<file path="src/itdt_pkg.sv">
// Shared constants, types and helpers for the integer to decimal text converter.
`timescale 1ns / 1ps
package itdt_pkg;

    // Width of the converted two's complement integer (8..64).
    localparam int VALUE_WIDTH = 64;
    localparam int IN_WIDTH    = 64;

    localparam logic [7:0] ASCII_ZERO  = 8'h30;
    localparam logic [7:0] ASCII_MINUS = 8'h2D;

    // Decimal digits needed for the largest magnitude, 2^(w-1).
    function automatic int num_digits(input int w);
        logic [63:0] p;
        int          n;
        begin
            p = 64'd1 << (w - 1);
            n = 0;
            for (int i = 0; i < 20; i++) begin
                if (p != 64'd0) begin
                    p = p / 64'd10;
                    n = n + 1;
                end
            end
            return n;
        end
    endfunction

    localparam int NDIG   = num_digits(VALUE_WIDTH);
    localparam int BCD_W  = 4 * NDIG;
    localparam int DCNT_W = $clog2(NDIG + 1);
    localparam int BCNT_W = $clog2(VALUE_WIDTH);

    // One classified item: sign and magnitude.
    typedef struct packed {
        logic                   neg;
        logic [VALUE_WIDTH-1:0] mag;
    } item_t;

endpackage

</file>
<file path="src/int_to_decimal_text_top.sv">
// Signed integer to decimal ASCII text converter, top level.
`timescale 1ns / 1ps
// Converts each signed value into its decimal text, one ASCII character per
// output transfer, most significant first, with a leading '-' for negative
// values and last_char set on the final digit. Conversion is one shift-and-
// add-3 pass per magnitude bit, followed by one step per digit position (19
// at the 64-bit width), each either a leading zero dropped or a character
// sent, with the '-' of a negative value sent first; a character waits while
// the output is stalled. The converter holds one item at a time and takes the
// next only after the last character of the current one is registered. A
// two-entry queue and an input register let up to three further values be
// taken while one is being converted.
module int_to_decimal_text_top (
    input  logic                          clk,
    input  logic                          rst_n,
    input  logic signed [itdt_pkg::IN_WIDTH-1:0] value,
    input  logic                          in_valid,
    output logic                          in_ready,
    output logic [7:0]                    char_code,
    output logic                          last_char,
    output logic                          out_valid,
    input  logic                          out_ready
);

    itdt_pkg::item_t front_item;
    logic            front_valid;
    logic            front_ready;
    itdt_pkg::item_t q_item;
    logic            q_valid;
    logic            q_ready;

    itdt_front u_front (
        .clk        (clk),
        .rst_n      (rst_n),
        .value      (value),
        .in_valid   (in_valid),
        .in_ready   (in_ready),
        .item       (front_item),
        .item_valid (front_valid),
        .item_ready (front_ready)
    );

    itdt_queue u_queue (
        .clk      (clk),
        .rst_n    (rst_n),
        .wr_item  (front_item),
        .wr_valid (front_valid),
        .wr_ready (front_ready),
        .rd_item  (q_item),
        .rd_valid (q_valid),
        .rd_ready (q_ready)
    );

    itdt_back u_back (
        .clk        (clk),
        .rst_n      (rst_n),
        .item       (q_item),
        .item_valid (q_valid),
        .item_ready (q_ready),
        .char_code  (char_code),
        .last_char  (last_char),
        .out_valid  (out_valid),
        .out_ready  (out_ready)
    );

endmodule

</file>
<file path="src/itdt_front.sv">
// Input stage: takes a value, splits it into sign and magnitude, registers it.
`timescale 1ns / 1ps
module itdt_front (
    input  logic                            clk,
    input  logic                            rst_n,
    input  logic [itdt_pkg::IN_WIDTH-1:0]   value,
    input  logic                            in_valid,
    output logic                            in_ready,
    output itdt_pkg::item_t                 item,
    output logic                            item_valid,
    input  logic                            item_ready
);

    logic [itdt_pkg::VALUE_WIDTH-1:0] v;
    itdt_pkg::item_t                  item_reg;
    itdt_pkg::item_t                  item_next;
    logic                             valid_reg;
    logic                             valid_next;

    assign v        = value[itdt_pkg::VALUE_WIDTH-1:0];
    assign in_ready = !valid_reg || item_ready;

    always_comb
    begin
        item_next.neg = v[itdt_pkg::VALUE_WIDTH-1];
        // Two's complement negation; the most negative value maps to 2^(w-1).
        item_next.mag = item_next.neg ? (~v + 1'b1) : v;
        valid_next    = valid_reg;
        if (in_valid && in_ready)
        begin
            valid_next = 1'b1;
        end
        else if (item_ready)
        begin
            valid_next = 1'b0;
        end
    end

    always_ff @(posedge clk or negedge rst_n)
    begin
        if (!rst_n)
        begin
            valid_reg <= 1'b0;
        end
        else
        begin
            valid_reg <= valid_next;
        end
    end

    always_ff @(posedge clk)
    begin
        if (in_valid && in_ready)
        begin
            item_reg <= item_next;
        end
    end

    assign item       = item_reg;
    assign item_valid = valid_reg;

endmodule

</file>
<file path="src/itdt_queue.sv">
// Two-entry queue of classified items between the front and back ends.
`timescale 1ns / 1ps
module itdt_queue (
    input  logic            clk,
    input  logic            rst_n,
    input  itdt_pkg::item_t wr_item,
    input  logic            wr_valid,
    output logic            wr_ready,
    output itdt_pkg::item_t rd_item,
    output logic            rd_valid,
    input  logic            rd_ready
);

    itdt_pkg::item_t mem [2];
    logic            wr_ptr_reg;
    logic            wr_ptr_next;
    logic            rd_ptr_reg;
    logic            rd_ptr_next;
    logic [1:0]      count_reg;
    logic [1:0]      count_next;
    logic            push;
    logic            pop;

    assign wr_ready = (count_reg != 2'd2);
    assign rd_valid = (count_reg != 2'd0);
    assign push     = wr_valid && wr_ready;
    assign pop      = rd_valid && rd_ready;
    assign rd_item  = mem[rd_ptr_reg];

    always_comb
    begin
        wr_ptr_next = push ? !wr_ptr_reg : wr_ptr_reg;
        rd_ptr_next = pop ? !rd_ptr_reg : rd_ptr_reg;
        count_next  = count_reg;
        if (push && !pop)
        begin
            count_next = count_reg + 2'd1;
        end
        else if (pop && !push)
        begin
            count_next = count_reg - 2'd1;
        end
    end

    always_ff @(posedge clk or negedge rst_n)
    begin
        if (!rst_n)
        begin
            wr_ptr_reg <= 1'b0;
            rd_ptr_reg <= 1'b0;
            count_reg  <= 2'd0;
        end
        else
        begin
            wr_ptr_reg <= wr_ptr_next;
            rd_ptr_reg <= rd_ptr_next;
            count_reg  <= count_next;
        end
    end

    always_ff @(posedge clk)
    begin
        if (push)
        begin
            mem[wr_ptr_reg] <= wr_item;
        end
    end

endmodule

</file>
<file path="src/itdt_back.sv">
// Back end: bit-serial binary to BCD conversion, then character emission.
`timescale 1ns / 1ps
module itdt_back (
    input  logic            clk,
    input  logic            rst_n,
    input  itdt_pkg::item_t item,
    input  logic            item_valid,
    output logic            item_ready,
    output logic [7:0]      char_code,
    output logic            last_char,
    output logic            out_valid,
    input  logic            out_ready
);

    typedef enum logic [1:0] {ST_IDLE, ST_CONV, ST_SIGN, ST_EMIT} state_t;

    state_t                             state_reg,   state_next;
    logic [itdt_pkg::VALUE_WIDTH-1:0]   mag_reg,     mag_next;
    logic                               neg_reg,     neg_next;
    logic [itdt_pkg::BCD_W-1:0]         bcd_reg,     bcd_next;
    logic [itdt_pkg::BCNT_W-1:0]        bit_cnt_reg, bit_cnt_next;
    logic [itdt_pkg::DCNT_W-1:0]        dig_cnt_reg, dig_cnt_next;
    logic                               started_reg, started_next;
    logic [7:0]                         char_reg,    char_next;
    logic                               last_reg,    last_next;
    logic                               ovalid_reg,  ovalid_next;

    logic [itdt_pkg::BCD_W-1:0]         bcd_adj;
    logic [3:0]                         top_digit;
    logic                               slot_free;

    // Add 3 to every digit of 5 or more before the shift.
    always_comb
    begin
        for (int i = 0; i < itdt_pkg::NDIG; i++)
        begin
            bcd_adj[4*i +: 4] = (bcd_reg[4*i +: 4] >= 4'd5) ?
                                (bcd_reg[4*i +: 4] + 4'd3) : bcd_reg[4*i +: 4];
        end
    end

    assign top_digit  = bcd_reg[itdt_pkg::BCD_W-1 -: 4];
    assign slot_free  = !ovalid_reg || out_ready;
    assign item_ready = (state_reg == ST_IDLE);

    always_comb
    begin
        state_next   = state_reg;
        mag_next     = mag_reg;
        neg_next     = neg_reg;
        bcd_next     = bcd_reg;
        bit_cnt_next = bit_cnt_reg;
        dig_cnt_next = dig_cnt_reg;
        started_next = started_reg;
        char_next    = char_reg;
        last_next    = last_reg;
        ovalid_next  = ovalid_reg && !out_ready;

        unique case (state_reg)
            ST_IDLE:
            begin
                if (item_valid)
                begin
                    mag_next     = item.mag;
                    neg_next     = item.neg;
                    bcd_next     = '0;
                    bit_cnt_next = '0;
                    state_next   = ST_CONV;
                end
            end
            ST_CONV:
            begin
                bcd_next = {bcd_adj[itdt_pkg::BCD_W-2:0],
                            mag_reg[itdt_pkg::VALUE_WIDTH-1]};
                mag_next = {mag_reg[itdt_pkg::VALUE_WIDTH-2:0], 1'b0};
                bit_cnt_next = bit_cnt_reg + 1'b1;
                if (bit_cnt_reg == itdt_pkg::BCNT_W'(itdt_pkg::VALUE_WIDTH - 1))
                begin
                    dig_cnt_next = itdt_pkg::DCNT_W'(itdt_pkg::NDIG);
                    started_next = 1'b0;
                    state_next   = neg_reg ? ST_SIGN : ST_EMIT;
                end
            end
            ST_SIGN:
            begin
                if (slot_free)
                begin
                    char_next   = itdt_pkg::ASCII_MINUS;
                    last_next   = 1'b0;
                    ovalid_next = 1'b1;
                    state_next  = ST_EMIT;
                end
            end
            ST_EMIT:
            begin
                if (!started_reg && top_digit == 4'd0 && dig_cnt_reg != 1)
                begin
                    // leading zero: drop it without a transfer
                    bcd_next     = {bcd_reg[itdt_pkg::BCD_W-5:0], 4'd0};
                    dig_cnt_next = dig_cnt_reg - 1'b1;
                end
                else if (slot_free)
                begin
                    char_next    = itdt_pkg::ASCII_ZERO + {4'd0, top_digit};
                    last_next    = (dig_cnt_reg == 1);
                    ovalid_next  = 1'b1;
                    started_next = 1'b1;
                    bcd_next     = {bcd_reg[itdt_pkg::BCD_W-5:0], 4'd0};
                    dig_cnt_next = dig_cnt_reg - 1'b1;
                    if (dig_cnt_reg == 1)
                    begin
                        state_next = ST_IDLE;
                    end
                end
            end
            default:
            begin
                state_next = ST_IDLE;
            end
        endcase
    end

    always_ff @(posedge clk or negedge rst_n)
    begin
        if (!rst_n)
        begin
            state_reg   <= ST_IDLE;
            mag_reg     <= '0;
            neg_reg     <= 1'b0;
            bcd_reg     <= '0;
            bit_cnt_reg <= '0;
            dig_cnt_reg <= '0;
            started_reg <= 1'b0;
            char_reg    <= '0;
            last_reg    <= 1'b0;
            ovalid_reg  <= 1'b0;
        end
        else
        begin
            state_reg   <= state_next;
            mag_reg     <= mag_next;
            neg_reg     <= neg_next;
            bcd_reg     <= bcd_next;
            bit_cnt_reg <= bit_cnt_next;
            dig_cnt_reg <= dig_cnt_next;
            started_reg <= started_next;
            char_reg    <= char_next;
            last_reg    <= last_next;
            ovalid_reg  <= ovalid_next;
        end
    end

    assign char_code = char_reg;
    assign last_char = last_reg;
    assign out_valid = ovalid_reg;

endmodule
</file>
<file path="config.mk">
export PLATFORM = sky130hd
export DESIGN_NAME = int_to_decimal_text_top
export DESIGN_NICKNAME = d
export VERILOG_FILES = /design/src/itdt_pkg.sv /design/src/int_to_decimal_text_top.sv /design/src/itdt_front.sv /design/src/itdt_queue.sv /design/src/itdt_back.sv
export SDC_FILE = /design/constraint.sdc
export NUM_CORES = 1
export LEC_CHECK = 0
export BUFFER_PORTS_ARGS = -buffer_cell sky130_fd_sc_hd__buf_2
export CAP_MARGIN = 20
export CORE_MARGIN = 3
export CORE_UTILIZATION = 65
export DETAILED_ROUTE_END_ITERATION = 12
export GPL_TIMING_DRIVEN = 0
export PLACE_DENSITY = 0.92
export SETUP_SLACK_MARGIN = 0.02
export SYNTH_ARGS = -nofsm -noshare
export SYNTH_HDL_FRONTEND = slang
export SYNTH_SLANG_ARGS = --single-unit
</file>
<file path="constraint.sdc">
create_clock -name clk -period 7.1 [get_ports clk]
set_clock_uncertainty 0.05 [all_clocks]
set_input_delay 1.065 -clock clk [delete_from_list [all_inputs] [get_ports clk]]
set_output_delay 1.065 -clock clk [all_outputs]
set_load 0.02 [all_outputs]
</file>
==> impl_metrics.ini, run 1 <==
[timing]
slew_headroom_pct = 25.7
period_needed_ns = 3.57
fmax_mhz = 280
min_period_over_period_pct = 50.3
timing_hold_violations_final = 0
rsz0062_at_grt = no
slew_violations = 0
setup_violations = 0
tns_ns = 0
fin_ws_ns = 3.53
worst_slew_pin_slew_ns = 1.11

[finish]
seq_area_mm2 = 0.0101
fill_cells = 1532
syn_to_final_growth_pct = 12.2
antenna_cells = 0
multi_input_area_mm2 = 0.00683
layout_common_cells = edfxtp_1 (195), dfrtp_1 (168), a21oi_1 (135)
final_common_cell = edfxtp_1
largest_reg_flops = 130
final_cells = 2013
final_core_util_pct = 74.4
drive_gt1_share_pct = 10.8
finalNetCount = 1767

[placement]
io_buffers = 76
place_congestion = 0.889
hpwl_mm = 26.7
dp.cells = 1945
pre_cts_slack_ns = 3.29

[global_routing]
track_usage_pct = 28.3
grt-ovfl-total = 0
grt_first_pass_wirelength_mm = 65.6
grt_pass1_vias = 13100
grt_max_degree = 99
grt_antenna_before_repair = 0

[detailed_routing]
ant_nets = 0
drt-vias-per-instance = 6.56
wirelength_mm = 41.2
first_iter_violations = 1579
drc = 0
firstDrtPassIters = 6
vias = 13200
wl_per_cell_um = 20.5

[synthesis]
synth-edff-count = 195
ys_types = 64
syn_inst = 1529
syn_area_mm2 = 0.0174
yosys_register_bits = 363
synth_ff_type = edfxtp_1
synth-adder-area-share_pct = 3.60
synth_xor_area_share_pct = 4.53
yosys.area_share.simple_pct = 11.4
ys_seq_area_share_pct = 57.9
ys_warn_count = 0
async_flop_share_pct = 46.3
syn_area_per_cell_um2 = 11.4
synthMuxAreaShare_pct = 4.91
synth-compound-area-share_pct = 14.7
synth_top_family_by_area = compound AO/OA/AOI/OAI gates

[critical_path]
worst-setup-path-type = flop to flop
endpoint_kind = flop
critPathLaunchType = flop
worst-path-max-fanout = 10
critPathRequiredTime_ns = 7.47
rr_worst_depth = 9
crit_arrival_ns = 3.94

[cts]
hold_buffers = 0
numCtsBuffers = 37
cts.sinks = 363
clockBufferDepth = 3
cts_resized = 0
cts_tree = yes
cts_root_buf = clkbuf_16
post_cts_buffers = 0
path_clk_slew_ns = 0.06
clk_latency_ns = 0.54
htreeDepth = 2

[floorplan]
start_util_pct = 66.3
die_h_um = 170
ioPinCount = 79
die_w_um = 170
row_count = 59
fp.coreArea_mm2 = 0.0262
die-area_mm2 = 0.0287

[pwr]
p_total_mw = 5.11
p_per_area_mw_per_mm2 = 262
ir_drop_uv = 285
p_leak_nw = 7.99

[flow_run]
cap_violations = 0

[worst_hold_path]
hold_depth = 0
hold_path.class = flop to flop

[outcome]
outcome = finished clean
[layer usage]
metal  global-route usage [%]  share of wire (%)  vias to the layer above
met4                     13.1                4.4                        0
met5                        0                  0                        -
met2                     49.2                 50                      854
met3                     4.80                9.0                      184
li1                         -                  -                     5826
met1                     34.9                 37                     6343
[cell families (layout without fill, tap and decap cells)]
| family | after synthesis | in the layout |
|---|---|---|
| other | 1 | 2 |
| buffers and inverters | 132 | 280 |
| AO/OA/AOI/OAI | 406 | 406 |
| multiplexers | 85 | 85 |
| flip-flops | 363 | 363 |
| XOR/XNOR | 90 | 90 |
| adder cells (fa/ha/maj) | 50 | 50 |
| AND/OR/NAND/NOR | 402 | 402 |
[power breakdown]
part | total (mW) | internal, mW | switching, mW
Sequential | 2.74 | 2.63 | 0.111
Clock | 1.93 | 1.12 | 0.812
Combinational | 0.449 | 0.139 | 0.310
Total | 5.11 | 3.88 | 1.23
[cell type report]
type / count / area share (%)
multi-input cells: 1035 / 35.0
clock inverters: 12 / 0.526
clock buffers: 56 / 5.64
flip-flops and latches: 363 / 51.6
well taps: 335 / 2.15
plain buffers: 84 / 1.71
repair buffers: 80 / 2.45
inverters: 48 / 0.924
[through the flow]
stage	area (µm²)	hold slack, ns
after detailed placement	18300	0.379
after global placement	18200	0.372
after CTS	19500	0.392
after floorplan	17400	0.371
after global routing	19500	0.405
final	19500	0.389
[cells in the mapped netlist (6+ instances only)]
cell / number / area [µm²]
dfrtp_1: 168 / 4200
nor3b_1: 19 / 143
edfxtp_1: 195 / 5860
nand2_1: 117 / 439
inv_1: 48 / 180
or3_1: 16 / 100
ha_1: 50 / 626
a31oi_1: 19 / 119
nand3_1: 18 / 90.1
buf_1: 13 / 48.8
o41ai_1: 7 / 61.3
nor2_1: 134 / 503
o41ai_2: 12 / 195
a21oi_1: 135 / 676
o21ai_0: 127 / 636
o22ai_1: 12 / 75.1
mux2i_1: 83 / 831
o31ai_1: 15 / 113
o211ai_1: 7 / 52.6
a221oi_1: 53 / 464
buf_2: 9 / 45.0
nor3_1: 10 / 50.1
nand4_1: 6 / 37.5
nand2b_1: 42 / 263
clkbuf_1: 60 / 225
xnor2_1: 85 / 744
[worst max-delay path, stage by stage, from the launching register on]
cell and delay (ns):
dfrtp_1 0.43, inv_1 0.15, ha_1 0.21, or3b_2 0.45, clkbuf_1 0.18, o21ai_1 0.62
clkbuf_1 0.61, clkbuf_1 0.44, nand2_1 0.15, o21ai_0 0.16
[final timing paths]
kind / start / endpoint / slack [ns]
setup reg to reg: u_back.state_reg[0] / u_back.mag_reg[29] / 3.53
max in group asynchronous: rst_n / u_back.mag_reg[49] / 5.71
min in group asynchronous: rst_n / u_back.char_code[5] / 0.43
hold reg to reg: u_front.item[37] / u_queue.mem[0][37] / 0.39
hold / removal: u_front.item[37] / u_queue.mem[0][37] / 0.39
setup / recovery: u_back.state_reg[0] / u_back.mag_reg[29] / 3.53
(Power assumes the default switching activity.)
==> inputs of run 2 (changes only) <==
--- a/config.mk
+++ b/config.mk
@@ -8,10 +8,10 @@
 export BUFFER_PORTS_ARGS = -buffer_cell sky130_fd_sc_hd__buf_2
 export CAP_MARGIN = 20
 export CORE_MARGIN = 3
-export CORE_UTILIZATION = 65
+export CORE_UTILIZATION = 62
 export DETAILED_ROUTE_END_ITERATION = 12
 export GPL_TIMING_DRIVEN = 0
-export PLACE_DENSITY = 0.92
+export PLACE_DENSITY = 0.88
 export SETUP_SLACK_MARGIN = 0.02
 export SYNTH_ARGS = -nofsm -noshare
 export SYNTH_HDL_FRONTEND = slang
==> constraint.sdc (replaced) <==
create_clock -name clk -period 3.6 [get_ports clk]
set_clock_uncertainty 0.05 [all_clocks]
set_input_delay 0.54 -clock clk [delete_from_list [all_inputs] [get_ports clk]]
set_output_delay 0.54 -clock clk [all_outputs]
set_load 0.02 [all_outputs]
==> run 2 against run 1 <==
Against the previous run: combinational power increased by 95%; global-route usage decreased by 2.2 points; first-iteration DRC count down 5.0%; power grew 93%; final cell count is 1.7% higher; sequential cell count did not move; cell area is 0.10% lower; setup slack worse by 3.1 ns; sequential power is 97% higher; critical path depth is the same; clock-buffer cell count decreased by 9; clock power is 87% higher.
==> impl_metrics.ini, run 2 (synthesis gave the netlist of run 1 again) <==
[outcome]
outcome = finished clean

[critical_path]
crit_top_cell = clkbuf_1
worst-setup-path-type = flop to flop
worst-path-max-fanout = 10
crit_arrival_ns = 3.58
slowest_delay_ns = 0.57
critPathRequiredTime_ns = 4.00
path_cells = inv_1 -> ha_1 -> or3b_2 -> clkbuf_1 -> o21ai_2 -> clkbuf_1 -> clkbuf_1 -> nand2_1 -> o21ai_0
slowest_stage = clkbuf_1
endpoint_kind = flop
critPathLaunchType = flop

[finish]
layout_common_cells = edfxtp_1 (195), dfrtp_1 (168), a21oi_1 (135)
final_common_cell = edfxtp_1
final_cells = 2048
syn_to_final_growth_pct = 12.1
final_core_util_pct = 71.5
drive_gt1_share_pct = 10.7
multi_input_area_mm2 = 0.00683
largest_reg_flops = 130
antenna_cells = 0
finalNetCount = 1767
fill_cells = 1752
seq_area_mm2 = 0.0101

[detailed_routing]
wl_per_cell_um = 19.5
ant_nets = 0
firstDrtPassIters = 8
wirelength_mm = 39.9
drc = 0
vias = 12900
drt-vias-per-instance = 6.31
first_iter_violations = 1500

[pwr]
p_per_area_mw_per_mm2 = 507
ir_drop_uv = 274
p_leak_nw = 7.96

[floorplan]
die_w_um = 173
die_h_um = 173
start_util_pct = 63.8
ioPinCount = 79
row_count = 60
fp.coreArea_mm2 = 0.0273
die-area_mm2 = 0.0301

[cts]
path_clk_slew_ns = 0.07
post_cts_buffers = 0
htreeDepth = 2
cts_root_buf = clkbuf_16
cts.sinks = 363
clk_latency_ns = 0.54
numCtsBuffers = 36
clockBufferDepth = 3
cts_tree = yes

[worst_hold_path]
hold_path.class = input pin to flop

[timing]
worst_slew_pin_slew_ns = 0.911
period_needed_ns = 3.18
fmax_mhz = 314
rsz0062_at_grt = no
timing_hold_violations_final = 0
slew_violations = 0
whs_ns = 0.194
setup_violations = 0
min_period_over_period_pct = 88.4
slew_headroom_pct = 39.3
tns_ns = 0

[global_routing]
grt_antenna_before_repair = 1
grt_first_pass_wirelength_mm = 64.6
grt-ovfl-total = 0
track_usage_pct = 26.1
grt_pass1_vias = 13000
grt_max_degree = 103

[placement]
hpwl_mm = 26.7
io_buffers = 76
dp.cells = 1982
place_congestion = 0.887

[flow_run]
cap_violations = 0
[run 2: cell count changes in the layout (fill, tap and decap cells not counted), sizes merged]
| cell | change |
|---|---|
| clkbuf | -9 |
| clkinv | +6 |
| clkinvlp | +1 |
| dlygate4sd3 | +1 |
| inv | -1 |
[run 2: worst paths after layout]
path                       cells past startpoint               endpoint  slack [ns]           startpoint
max                                            9     u_back.mag_reg[44]        0.42  u_back.state_reg[0]
min                                            2     u_front.item_valid        0.19             in_valid
max reg2reg                                    9     u_back.mag_reg[44]        0.42  u_back.state_reg[0]
min reg2reg                                    0     u_queue.mem[1][44]        0.39     u_front.item[44]
max in group asynchronous                      3     u_back.mag_reg[52]        2.11                rst_n
min in group asynchronous                      2  u_back.dig_cnt_reg[0]        0.52                rst_n
[run 2: final cells by class]
type                       count  share of cell area, %
clock inverter                18                  0.726
sequential                   363                   51.6
tap                          372                   2.39
timing repair buffer          81                   2.54
inverter                      48                  0.925
clock buffer                  47                   5.00
buffer                        84                   1.72
multi-input combinational   1035                   35.1
[run 2: repair_timing]
item / CTS / global route
endpoints found under the setup margin: 0 / 14
hold buffers: 1 / 0
resized for setup: 0 / 1
endpoints found under the hold margin: 66 / 0
[run 2: critical path, delay by kind of cell (launching register included)]
kind | cells | cell delay [ns]
AO/OA/AOI/OAI | 2 | 0.41
adder cells (fa/ha/maj) | 1 | 0.23
buffers and inverters | 4 | 1.37
flip-flops | 1 | 0.43
AND/OR/NAND/NOR | 2 | 0.60
[run 2: stage by stage]
stage | setup slack [ns] | instance area (µm²) | total power [mW]
6_report | 0.419 | 19500 | 9.87
5_1_grt | 0.248 | 19500 | 10.2
4_1_cts | 0.177 | 19500 | 9.90
3_5_place_dp | 0.211 | 18400 | 6.33
3_3_place_gp | -0.691 | 18200 | 6.21
2_1_floorplan | 0.802 | 17400 | 5.92
[run 2: power breakdown]
part / internal, mW / switching, mW / total [mW] / leakage (nW)
clock: 2.01 / 1.60 / 3.61 / 0.551
sequential: 5.18 / 0.207 / 5.39 / 4.02
combinational: 0.283 / 0.593 / 0.876 / 3.39
total: 7.47 / 2.40 / 9.87 / 7.96
[run 2: metal layers]
layer  share of wire [%]  global-route usage [%]  vias to the layer above
li1                    -                       -                     5822
met1                  39                    32.8                     6324
met2                  50                    45.2                      657
met3                 7.2                    3.68                      119
met4                 3.5                    11.6                        2
met5               0.033                       0                        -
